File: src/rtl/nfba_pkg.sv
`timescale 1ns / 1ps
`default_nettype none
// ----------------------------------------------------------------------------
// nfba_pkg: shared types and constants of the next-fit block allocator
// Operation codes, fixed field widths, controller states and the command
// and status groups between controller and datapath.
// ----------------------------------------------------------------------------
package nfba_pkg;

	localparam int INDEX_BITS   = 6;
	localparam int IN_SIZE_BITS = 16;
	localparam int COUNT_BITS   = 7;
	localparam int TOTAL_BITS   = 22;

	localparam logic [COUNT_BITS-1:0] BLOCK_COUNT_RESET = 7'd64;

	typedef enum logic [1:0] {
		OP_LOAD  = 2'd0,
		OP_ALLOC = 2'd1,
		OP_CLEAR = 2'd2
	} op_t;

	typedef enum logic [2:0] {
		ST_INIT,
		ST_IDLE,
		ST_CLEAR,
		ST_LOAD_RD,
		ST_LOAD_WR,
		ST_SCAN
	} state_t;

	typedef struct packed {
		logic capture;
		logic clr_start;
		logic clr_step;
		logic load_wr;
		logic scan_start;
		logic scan_step;
		logic grant;
		logic finish_null;
	} cmd_t;

	typedef struct packed {
		logic clr_last;
		logic scan_hit;
		logic scan_miss;
	} status_t;

endpackage
`default_nettype wire

File: src/rtl/nfba_ctrl.sv
`timescale 1ns / 1ps
`default_nettype none
// ----------------------------------------------------------------------------
// nfba_ctrl: allocator controller
// Sequences the table sweep, load, scan and grant steps of one request.
// ----------------------------------------------------------------------------
module nfba_ctrl (
	input  wire logic             clk,
	input  wire logic             arst_n,
	input  wire logic             start,
	input  wire logic [1:0]       op,
	input  wire nfba_pkg::status_t sts,
	output nfba_pkg::cmd_t        cmd,
	output logic                  busy
);

	nfba_pkg::state_t st_q;
	nfba_pkg::state_t st_nxt;

	always_ff @(posedge clk or negedge arst_n) begin
		if (!arst_n) begin
			st_q <= nfba_pkg::ST_INIT;
		end else begin
			st_q <= st_nxt;
		end
	end

	always_comb begin
		cmd    = '0;
		st_nxt = st_q;
		case (st_q)
			nfba_pkg::ST_INIT: begin
				cmd.clr_step = 1'b1;
				if (sts.clr_last) begin
					st_nxt = nfba_pkg::ST_IDLE;
				end
			end
			nfba_pkg::ST_IDLE: begin
				if (start) begin
					cmd.capture = 1'b1;
					case (op)
						nfba_pkg::OP_LOAD: begin
							st_nxt = nfba_pkg::ST_LOAD_RD;
						end
						nfba_pkg::OP_ALLOC: begin
							cmd.scan_start = 1'b1;
							st_nxt         = nfba_pkg::ST_SCAN;
						end
						nfba_pkg::OP_CLEAR: begin
							cmd.clr_start = 1'b1;
							st_nxt        = nfba_pkg::ST_CLEAR;
						end
						default: begin
							cmd.finish_null = 1'b1;
						end
					endcase
				end
			end
			nfba_pkg::ST_CLEAR: begin
				cmd.clr_step = 1'b1;
				if (sts.clr_last) begin
					cmd.finish_null = 1'b1;
					st_nxt          = nfba_pkg::ST_IDLE;
				end
			end
			nfba_pkg::ST_LOAD_RD: begin
				st_nxt = nfba_pkg::ST_LOAD_WR;
			end
			nfba_pkg::ST_LOAD_WR: begin
				cmd.load_wr = 1'b1;
				st_nxt      = nfba_pkg::ST_IDLE;
			end
			nfba_pkg::ST_SCAN: begin
				if (sts.scan_hit) begin
					cmd.grant = 1'b1;
					st_nxt    = nfba_pkg::ST_IDLE;
				end else if (sts.scan_miss) begin
					cmd.finish_null = 1'b1;
					st_nxt          = nfba_pkg::ST_IDLE;
				end else begin
					cmd.scan_step = 1'b1;
				end
			end
			default: begin
				st_nxt = nfba_pkg::ST_IDLE;
			end
		endcase
	end

	assign busy = (st_q != nfba_pkg::ST_IDLE);

endmodule
`default_nettype wire

File: src/rtl/nfba_dpath.sv
`timescale 1ns / 1ps
`default_nettype none
// ----------------------------------------------------------------------------
// nfba_dpath: allocator datapath
// Block table memory, scan pointer and read stage, totals and result registers.
// ----------------------------------------------------------------------------
module nfba_dpath #(
	parameter int MAX_BLOCKS = 64,
	parameter int SIZE_BITS  = 16
) (
	input  wire logic                                clk,
	input  wire logic                                arst_n,
	input  wire nfba_pkg::cmd_t                      cmd,
	output nfba_pkg::status_t                        sts,
	input  wire logic [nfba_pkg::INDEX_BITS-1:0]     block_index,
	input  wire logic [nfba_pkg::IN_SIZE_BITS-1:0]   size,
	input  wire logic                                cfg_wr_en,
	input  wire logic [nfba_pkg::COUNT_BITS-1:0]     cfg_wr_data,
	output logic                                     done,
	output logic                                     found,
	output logic [nfba_pkg::INDEX_BITS-1:0]          granted_block,
	output logic [nfba_pkg::IN_SIZE_BITS-1:0]        leftover,
	output logic [nfba_pkg::TOTAL_BITS-1:0]          internal_total,
	output logic [nfba_pkg::TOTAL_BITS-1:0]          external_total
);

	localparam int AW = $clog2(MAX_BLOCKS);
	localparam int CW = $clog2(MAX_BLOCKS + 1);
	localparam int NW = (CW > nfba_pkg::COUNT_BITS) ? CW : nfba_pkg::COUNT_BITS;
	localparam int IW = (CW > nfba_pkg::INDEX_BITS) ? CW : nfba_pkg::INDEX_BITS;
	localparam int WW = 2 * SIZE_BITS + 1;
	localparam int TW = nfba_pkg::TOTAL_BITS;

	// table word: used mark, leftover, block size
	logic [WW-1:0] mem [MAX_BLOCKS];
	logic [WW-1:0] rdata_q;
	logic [AW-1:0] rd_addr;
	logic [AW-1:0] wr_addr;
	logic [WW-1:0] wr_data;
	logic          wr_en;

	logic [nfba_pkg::COUNT_BITS-1:0] block_count_q;
	logic [IW-1:0]                   idx_q;
	logic [SIZE_BITS-1:0]            sz_q;
	logic [AW-1:0]                   clr_addr_q;
	logic [CW-1:0]                   search_start_q;
	logic [TW-1:0]                   internal_q;
	logic [TW-1:0]                   external_q;
	logic [CW-1:0]                   scan_addr_q;
	logic [CW-1:0]                   scan_left_q;
	logic [CW-1:0]                   scan_n_q;
	logic [AW-1:0]                   idx_s1;
	logic                            v_s1;
	logic                            done_q;
	logic                            found_q;
	logic [nfba_pkg::INDEX_BITS-1:0] granted_q;
	logic [nfba_pkg::IN_SIZE_BITS-1:0] leftover_q;

	logic [SIZE_BITS-1:0] size_rd;
	logic [SIZE_BITS-1:0] left_rd;
	logic                 used_rd;
	logic [SIZE_BITS-1:0] left_hit;
	logic [NW-1:0]        bc_wide;
	logic [CW-1:0]        n_eff;
	logic [CW-1:0]        scan_first;
	logic [CW-1:0]        scan_inc;
	logic                 load_ok;
	logic                 issue;

	assign size_rd  = rdata_q[SIZE_BITS-1:0];
	assign left_rd  = rdata_q[2*SIZE_BITS-1:SIZE_BITS];
	assign used_rd  = rdata_q[2*SIZE_BITS];
	assign left_hit = size_rd - sz_q;

	// participating blocks saturate at the table depth
	assign bc_wide    = NW'(block_count_q);
	assign n_eff      = (bc_wide > NW'(MAX_BLOCKS)) ? CW'(MAX_BLOCKS) : CW'(bc_wide);
	assign scan_first = (search_start_q < n_eff) ? search_start_q : '0;
	assign scan_inc   = scan_addr_q + CW'(1);
	assign load_ok    = (idx_q < IW'(MAX_BLOCKS));
	assign issue      = cmd.scan_step && (scan_left_q != '0);

	assign sts.clr_last  = (clr_addr_q == AW'(MAX_BLOCKS - 1));
	assign sts.scan_hit  = v_s1 && !used_rd && (sz_q <= size_rd);
	assign sts.scan_miss = !v_s1 && (scan_left_q == '0);

	assign rd_addr = cmd.scan_step ? scan_addr_q[AW-1:0] : idx_q[AW-1:0];

	always_comb begin
		wr_en   = 1'b0;
		wr_addr = idx_q[AW-1:0];
		wr_data = {1'b0, {SIZE_BITS{1'b0}}, sz_q};
		if (cmd.clr_step) begin
			wr_en   = 1'b1;
			wr_addr = clr_addr_q;
			wr_data = '0;
		end else if (cmd.grant) begin
			wr_en   = 1'b1;
			wr_addr = idx_s1;
			wr_data = {1'b1, left_hit, size_rd};
		end else if (cmd.load_wr && load_ok) begin
			wr_en = 1'b1;
		end
	end

	always_ff @(posedge clk) begin
		if (wr_en) begin
			mem[wr_addr] <= wr_data;
		end
		rdata_q <= mem[rd_addr];
	end

	// request capture and scan stage registers
	always_ff @(posedge clk) begin
		if (cmd.capture) begin
			idx_q <= IW'(block_index);
			sz_q  <= SIZE_BITS'(size);
		end
		if (issue) begin
			idx_s1 <= scan_addr_q[AW-1:0];
		end
	end

	always_ff @(posedge clk or negedge arst_n) begin
		if (!arst_n) begin
			block_count_q  <= nfba_pkg::BLOCK_COUNT_RESET;
			clr_addr_q     <= '0;
			search_start_q <= '0;
			internal_q     <= '0;
			external_q     <= '0;
			scan_addr_q    <= '0;
			scan_left_q    <= '0;
			scan_n_q       <= '0;
			v_s1           <= 1'b0;
			done_q         <= 1'b0;
			found_q        <= 1'b0;
			granted_q      <= '0;
			leftover_q     <= '0;
		end else begin
			if (cfg_wr_en) begin
				block_count_q <= cfg_wr_data;
			end

			if (cmd.clr_step) begin
				clr_addr_q <= sts.clr_last ? '0 : clr_addr_q + AW'(1);
			end

			v_s1 <= issue;
			if (cmd.scan_start) begin
				scan_addr_q <= scan_first;
				scan_left_q <= n_eff;
				scan_n_q    <= n_eff;
			end else if (issue) begin
				scan_addr_q <= (scan_inc == scan_n_q) ? '0 : scan_inc;
				scan_left_q <= scan_left_q - CW'(1);
			end

			if (cmd.clr_start) begin
				search_start_q <= '0;
				internal_q     <= '0;
				external_q     <= '0;
			end else if (cmd.load_wr && load_ok) begin
				if (used_rd) begin
					internal_q <= internal_q - TW'(left_rd);
					external_q <= external_q + TW'(sz_q);
				end else begin
					external_q <= external_q - TW'(size_rd) + TW'(sz_q);
				end
			end else if (cmd.grant) begin
				internal_q     <= internal_q + TW'(left_hit);
				external_q     <= external_q - TW'(size_rd);
				search_start_q <= CW'(idx_s1) + CW'(1);
			end

			done_q <= cmd.grant || cmd.finish_null || cmd.load_wr;
			if (cmd.grant) begin
				found_q    <= 1'b1;
				granted_q  <= nfba_pkg::INDEX_BITS'(idx_s1);
				leftover_q <= nfba_pkg::IN_SIZE_BITS'(left_hit);
			end else if (cmd.finish_null || cmd.load_wr) begin
				found_q    <= 1'b0;
				granted_q  <= '0;
				leftover_q <= '0;
			end
		end
	end

	assign done           = done_q;
	assign found          = found_q;
	assign granted_block  = granted_q;
	assign leftover       = leftover_q;
	assign internal_total = internal_q;
	assign external_total = external_q;

endmodule
`default_nettype wire

File: src/rtl/next_fit_block_allocator_top.sv
`timescale 1ns / 1ps
`default_nettype none
// ----------------------------------------------------------------------------
// next_fit_block_allocator_top: next-fit allocator over a table of blocks
// Usage:
//  - A request (op, block_index, size) is taken at a clock edge with start
//    high and busy low. op selects load of a block size, allocate, or clear.
//  - Every request produces one result: done is high for exactly one cycle
//    and found, granted_block, leftover, internal_total and external_total
//    hold the answer in that cycle. The receiver cannot stall the block.
//  - An allocate ends at the first hit or, on a miss, once all searched
//    blocks are read; the scan reads one table entry per cycle from a
//    single read port of the block table.
//  - The block takes one request at a time; busy is low again in the done
//    cycle, so the next request may be accepted there.
//  - cfg_wr_en / cfg_wr_data write block_count at any edge; write it only
//    while the block is idle.
//  - After reset the block sweeps every table entry to zero with busy
//    high; configuration writes are still taken then. Totals and the
//    search pointer are cleared at once, block_count resets to 64.
// ----------------------------------------------------------------------------
module next_fit_block_allocator_top #(
	parameter int MAX_BLOCKS = 64,
	parameter int SIZE_BITS  = 16
) (
	input  wire logic                              clk,
	input  wire logic                              arst_n,
	input  wire logic                              start,
	output logic                                   busy,
	input  wire logic [1:0]                        op,
	input  wire logic [nfba_pkg::INDEX_BITS-1:0]   block_index,
	input  wire logic [nfba_pkg::IN_SIZE_BITS-1:0] size,
	input  wire logic                              cfg_wr_en,
	input  wire logic [nfba_pkg::COUNT_BITS-1:0]   cfg_wr_data,
	output logic                                   done,
	output logic                                   found,
	output logic [nfba_pkg::INDEX_BITS-1:0]        granted_block,
	output logic [nfba_pkg::IN_SIZE_BITS-1:0]      leftover,
	output logic [nfba_pkg::TOTAL_BITS-1:0]        internal_total,
	output logic [nfba_pkg::TOTAL_BITS-1:0]        external_total
);

	// command and status between the sequencer and the table datapath
	nfba_pkg::cmd_t    cmd;
	nfba_pkg::status_t sts;

	// sequence sweep, load, scan and grant steps
	nfba_ctrl u_ctrl (
		.clk    (clk),
		.arst_n (arst_n),
		.start  (start),
		.op     (op),
		.sts    (sts),
		.cmd    (cmd),
		.busy   (busy)
	);

	// hold the block table, scan pointer, totals and result registers
	nfba_dpath #(
		.MAX_BLOCKS (MAX_BLOCKS),
		.SIZE_BITS  (SIZE_BITS)
	) u_dpath (
		.clk            (clk),
		.arst_n         (arst_n),
		.cmd            (cmd),
		.sts            (sts),
		.block_index    (block_index),
		.size           (size),
		.cfg_wr_en      (cfg_wr_en),
		.cfg_wr_data    (cfg_wr_data),
		.done           (done),
		.found          (found),
		.granted_block  (granted_block),
		.leftover       (leftover),
		.internal_total (internal_total),
		.external_total (external_total)
	);

endmodule
`default_nettype wire
File: config.mk
export PLATFORM = sky130hd
export DESIGN_NAME = next_fit_block_allocator_top
export DESIGN_NICKNAME = d
export VERILOG_FILES = /design/src/rtl/nfba_pkg.sv /design/src/rtl/nfba_ctrl.sv /design/src/rtl/nfba_dpath.sv /design/src/rtl/next_fit_block_allocator_top.sv
export SDC_FILE = /design/constraint.sdc
export NUM_CORES = 2
export LEC_CHECK = 0
export BUFFER_PORTS_ARGS = -buffer_cell sky130_fd_sc_hd__clkbuf_2
export CORE_MARGIN = 4
export CORE_UTILIZATION = 50
export DETAILED_ROUTE_END_ITERATION = 8
export PLACE_DENSITY = 0.65
export SYNTH_ARGS = -nofsm -noshare
export SYNTH_HDL_FRONTEND = slang
export SYNTH_HIERARCHICAL = 1
export SYNTH_SLANG_ARGS = --single-unit
File: constraint.sdc
create_clock -name clk -period 10.72 [get_ports clk]
set_input_delay 2.144 -clock clk [delete_from_list [all_inputs] [get_ports clk]]
set_output_delay 2.144 -clock clk [all_outputs]
set_load 0.005 [all_outputs]
After elaboration in Yosys (flattened, before gate mapping)
Memories as Yosys holds them, arrays and structs flattened. A register that Yosys moved wholly into a read port is not among the register bits. Cells that the tools add are included.

Multiplexer cells: 59. $add $sub $neg: 10. Reductions and logical operators: 23. Eq/ne operators: 16. Order comparisons: 4.

Operators by type and width (count): $mux W22 (8); $mux W7 (10); $add A22 B16 Y22 (3); $mux W33 (2); $sub A22 B16 Y22 (2); $mux W6 (6); $mux W16 (2); $mux W1 (21); $le A16 B16 Y1 (1); $sub A16 B16 Y16 (1); $mux W3 (4); $pmux W3 S4 (1); $pmux W3 S3 (1); $add A6 B1 Y7 const B (1); $add A7 B1 Y7 const B (1); $eq A7 B7 Y1 (1); $gt A7 B7 Y1 const B (1); $logic_not A7 Y1 (1); $lt A6 B7 Y1 const B (1); $lt A7 B7 Y1 (1); $reduce_bool A7 Y1 (1); $sub A7 B1 Y7 const B (1); $add A6 B1 Y6 const B (1); $eq A3 B2 Y1 const B (2); other kinds (24) (38).

Memory bits (writable): 2112. Bits of input ports: 35. Output and inout bits: 69. Memories kept: 1. Flip-flop bits (word level): 141. Word-level logic and storage cells: 130.

Memory list: u_dpath.mem (words 64, width 33, rd ports 1, clocked after memory_dff 1, wr ports 1, line nfba_dpath.sv:35) `logic [WW-1:0] mem [MAX_BLOCKS];`.

Longest topological paths before layout
Depth in word-level cells: 9. Mapped depth: 25. Mapped depth without buffers: 24.

By module
Netlist, hierarchy kept.

By module, submodules not included: nfba_dpath (cells each 4995, area an instance 92366.1 sq um, times used 1); nfba_ctrl (cells each 33, area an instance 295.3 sq um, times used 1).

Least setup slack after synthesis
No wires, ideal clock.

Path kind: flip-flop to flip-flop. Start: reg u_dpath.sz_q[0]. End: mem u_dpath/mem[26][0] (netlist name), enable pin. Period minus slack after synthesis: 5.777 ns. Setup slack: 4.943 ns. Buffers on the path: 2. Data arrival time: 5.354 ns. Required time: 10.297 ns. Stages on the path, launching flop included: 24. Path through: edfxtp_1 -> ha_1 -> inv_1 -> fa_1 -> a211oi_1 -> o21ai_1 -> a2111oi_0 -> nor4bb_1 -> o21ai_1 -> nand2b_1 -> o21ai_0 -> nand2b_1 -> a21oi_1 -> nor3b_1 -> and3_1 -> clkbuf_1 -> inv_1 -> clkbuf_1 -> nand2_1 -> o22ai_1 -> nor2_1 -> a21oi_1 -> nand2_1 -> nor2_1.

RTL lines: start: declaration (line nfba_dpath.sv:44) `logic [SIZE_BITS-1:0] sz_q;`; start signal: assignment (line nfba_dpath.sv:117) `sz_q <= SIZE_BITS'(size);`; end: declaration (line nfba_dpath.sv:35).

==> impl_metrics.json <==
{
  "outcome": "finished with violations",
  "violations": "capacitance limit, slew limit",
  "ioPinCount": 104,
  "ys_seq_area_frac": 0.731,
  "crit_path_frequent_cell": "a211oi_1",
  "cp_slowest_stage_delay_ns": 1.15,
  "area_delta_synth_final_pct": 13.0,
  "setup_viol": 0,
  "die_y_um": 438,
  "core_um2": 184000,
  "postSynthCellCount": 5028,
  "hold_end": "u_dpath/leftover[1]$_DFFE_PN0P_",
  "path_class": "reg -> reg",
  "worst_slew_pin_slew_ns": 1.57,
  "die_w_um": 438,
  "grt_max_degree": 120,
  "period_needed_ns": 8.26,
  "synth-seq-cells": 2286,
  "dr.pass1.iters": 6,
  "grt_usage": 0.273,
  "fin_tns_setup_ns": 0,
  "drt_iter0_markers": 6484,
  "yosys_most_used_dff": "edfxtp_1",
  "critPathLaunchType": "flop",
  "io_buffers": 103,
  "relSlewSlack": -0.0520,
  "synthTopCellsByArea": "edfxtp_1, mux4_2, dfrtp_1",
  "drc": 0,
  "syn-cell-area_um2": 92700,
  "clock_skew_ns": 0.0331,
  "grt_pass1_wl_um": 374000,
  "cp_max_fo": 32,
  "rsz0062_at_grt": "false",
  "drv_cap": 3,
  "num_vias": 51300,
  "cts_buffers": 220,
  "cts.sinks": 2286,
  "htreeDepth": 4,
  "p_leak_nw": 36.0,
  "holdBufCountCts": 0,
  "arrival_ns": 8.91,
  "fp.dieArea_um2": 192000,
  "final_util": 0.570,
  "powerDensity_nw_per_um2": 265,
  "gp_congestion": 0.844,
  "r2r_cells": 23,
  "final_antenna_net_count": 0,
  "cp_slowest_cell": "a211oi_1",
  "cp.required_ns": 11.38,
  "drt-total-wl_um": 262000,
  "avgSynthCellArea_um2": 18.4,
  "timing.rr.start": "u_dpath/sz_q[0]$_DFFE_PP_",
  "start_util": 0.504,
  "yosys_warnings": 6,
  "fmax_ghz": 0.121,
  "final_hold_viol_count": 0,
  "avgViaCountPerCell": 6.48,
  "fill_cells": 13700,
  "holdCritStartpoint": "u_dpath/leftover[1]$_DFFE_PN0P_",
  "ys_types": 80,
  "irDropWorstVdd_uv": 228,
  "grt_pass1_vias": 50200,
  "antenna_found_initial": 11,
  "timing.final.crit_share": 0.770,
  "holdPathStages": 2,
  "ff_latch_area_um2": 67800,
  "clock_latency_ns": 0.87,
  "cts_resized": 0,
  "multiInputGateArea_um2": 24300,
  "dpl_worst_slack_ns": 2.56,
  "min_path_type": "reg -> reg",
  "critPathLaunch": "u_dpath/sz_q[0]$_DFFE_PP_",
  "path_cells": "ha_1 > inv_1 > fa_1 > a211oi_1 > o21ai_1 > a2111oi_0 > nor4bb_1 > o21ai_1 > nand2b_1 > o21ai_0 > nand2b_1 > a21oi_1 > nor3b_1 > nor3_2 > buf_4 > mux2i_4 > buf_4 > mux4_2 > and2_1 > a211oi_1 > a31oi_1 > a211oi_1 > a21oi_1",
  "post_drt_wl_per_cell_um": 33.1,
  "post_cts.repair.setup_buffers": 0,
  "slew_viol_final": 4,
  "whs_ns": 0.482,
  "cts_tree": "built",
  "crit_family": "compound AO/OA/AOI/OAI gates",
  "overflow": 0,
  "cp-end-kind": "flop",
  "fin_nets": 5370,
  "drive_above_1_share": 0.234,
  "crit_buf_inv": 3,
  "synth_edf_count": 2140,
  "yosysTopAreaCell": "edfxtp_1",
  "r2r_end": "u_dpath/rdata_q[25]$_DFF_P_",
  "rrSetupSlack_ns": 2.46,
  "dp_hpwl_um": 142000,
  "num_rows": 157,
  "cts_root_buffer": "clkbuf_16",
  "synth_top_cell_area_share": 0.694,
  "syn_nets": 5152,
  "async_flop_share": 0.0494,
  "setup_ws_ns": 2.46,
  "clk_pin_slew_worst_paths_ns": 0.06,
  "clk_path_buf_depth": 3
}
## metrics by stage
step / power (mW) / area (um^2) / instances
after detailed placement: 20.1 / 97500 / 7488
after floorplan: 16.8 / 92700 / 5028
after global placement: 20.0 / 97500 / 7488
after CTS: 27.8 / 105000 / 7907
after global routing: 28.9 / 105000 / 7907
final: 27.8 / 105000 / 7909
## layer usage
| layer | global-route usage | wire [um] | vias to the layer above |
|---|---|---|---|
| li1 | - | - | 20800 |
| met1 | 0.387 | 101000 | 26900 |
| met2 | 0.423 | 122000 | 3106 |
| met3 | 0.0582 | 29000 | 441 |
| met4 | 0.0999 | 9960 | 0 |
| met5 | 0 | 0 | - |
## worst min-delay path, stage by stage (launching register included)
cell     delay [ns]
dfrtp_1        0.34
nand2_1        0.05
o21ai_0        0.06
## area by class of cell
type                            instances  share of cell area
Inverter                               75             0.00269
Clock inverter                        125              0.0119
Tap cell                             2464              0.0294
Antenna cell                            2           0.0000478
Sequential cell                      2286               0.647
Multi-Input combinational cell       2389               0.232
Timing Repair Buffer                  274              0.0191
Clock buffer                          294              0.0575
## where the power goes
group	leakage [nW]	internal, mW	switching (mW)
logic	9.42	2.87	5.59
registers	23.1	11.1	0.476
clock network	3.55	4.45	3.35
## kinds of logic after synthesis
family,synth area share
XOR/XNOR,0.00916
AND/OR/NAND/NOR,0.0447
multiplexers,0.134
flip-flops,0.731
adder cells (fa/ha/maj),0.0123
buffers and inverters,0.0151
AO/OA/AOI/OAI,0.0533
## placed cells by master, fill, tap and decap left out, types with 94 or more instances in the layout
| cell | netlist | layout |
|---|---|---|
| edfxtp_1 | 2140 | 2140 |
| mux4_2 | 528 | 528 |
| nand2_1 | 398 | 398 |
| clkbuf_16 | 0 | 224 |
| a211oi_1 | 192 | 191 |
| a21oi_1 | 165 | 164 |
| buf_4 | 0 | 156 |
| and2_1 | 144 | 137 |
| dfrtp_1 | 112 | 112 |
| clkbuf_2 | 0 | 102 |
| nor2_1 | 186 | 95 |
| o21ai_0 | 94 | 94 |
## cell usage after synthesis (38+ instances only)
cell type and number:
o21ai_0 94, a311oi_1 66, xnor2_1 62, dfrtp_1 112
nand2_1 398, inv_1 74, edfxtp_1 2140, buf_2 56
ha_1 85, a21oi_1 165, and2_1 144, nor2_1 186
mux4_2 528, clkbuf_1 198, a211oi_1 192, mux2i_1 38
a31oi_1 74
## state kept, by name, summed over array words and instances, names as in the netlist, 3 cells and up
name / flops
u_dpath/scan_addr_q: 7
u_dpath/idx_s1: 6
u_dpath/leftover: 16
u_dpath/search_start_q: 7
u_dpath/scan_left_q: 7
u_dpath/external_total: 22
u_dpath/clr_addr_q: 6
u_dpath/bc_wide: 7
u_dpath/sz_q: 16
u_dpath/granted_block: 6
u_dpath/rdata_q: 33
u_dpath/mem: 2112
u_ctrl/st_q: 3
u_dpath/scan_n_q: 7
u_dpath/idx_q: 6
u_dpath/internal_total: 22
## worst max-delay path by stage
stage	endpoint	slack, ns	cells after the start
detailed placement	u_dpath/rdata_q[25]$_DFF_P_	2.56	23
global route	u_dpath/rdata_q[10]$_DFF_P_	1.90	24
finish	u_dpath/rdata_q[25]$_DFF_P_	2.46	23
floorplan	u_dpath/mem[26][0]$_DFFE_PP_	4.94	23
CTS	u_dpath/rdata_q[25]$_DFF_P_	2.48	23
global placement	u_dpath/rdata_q[13]$_DFF_P_	2.46	23
Power figures use the tool's default switching activity.
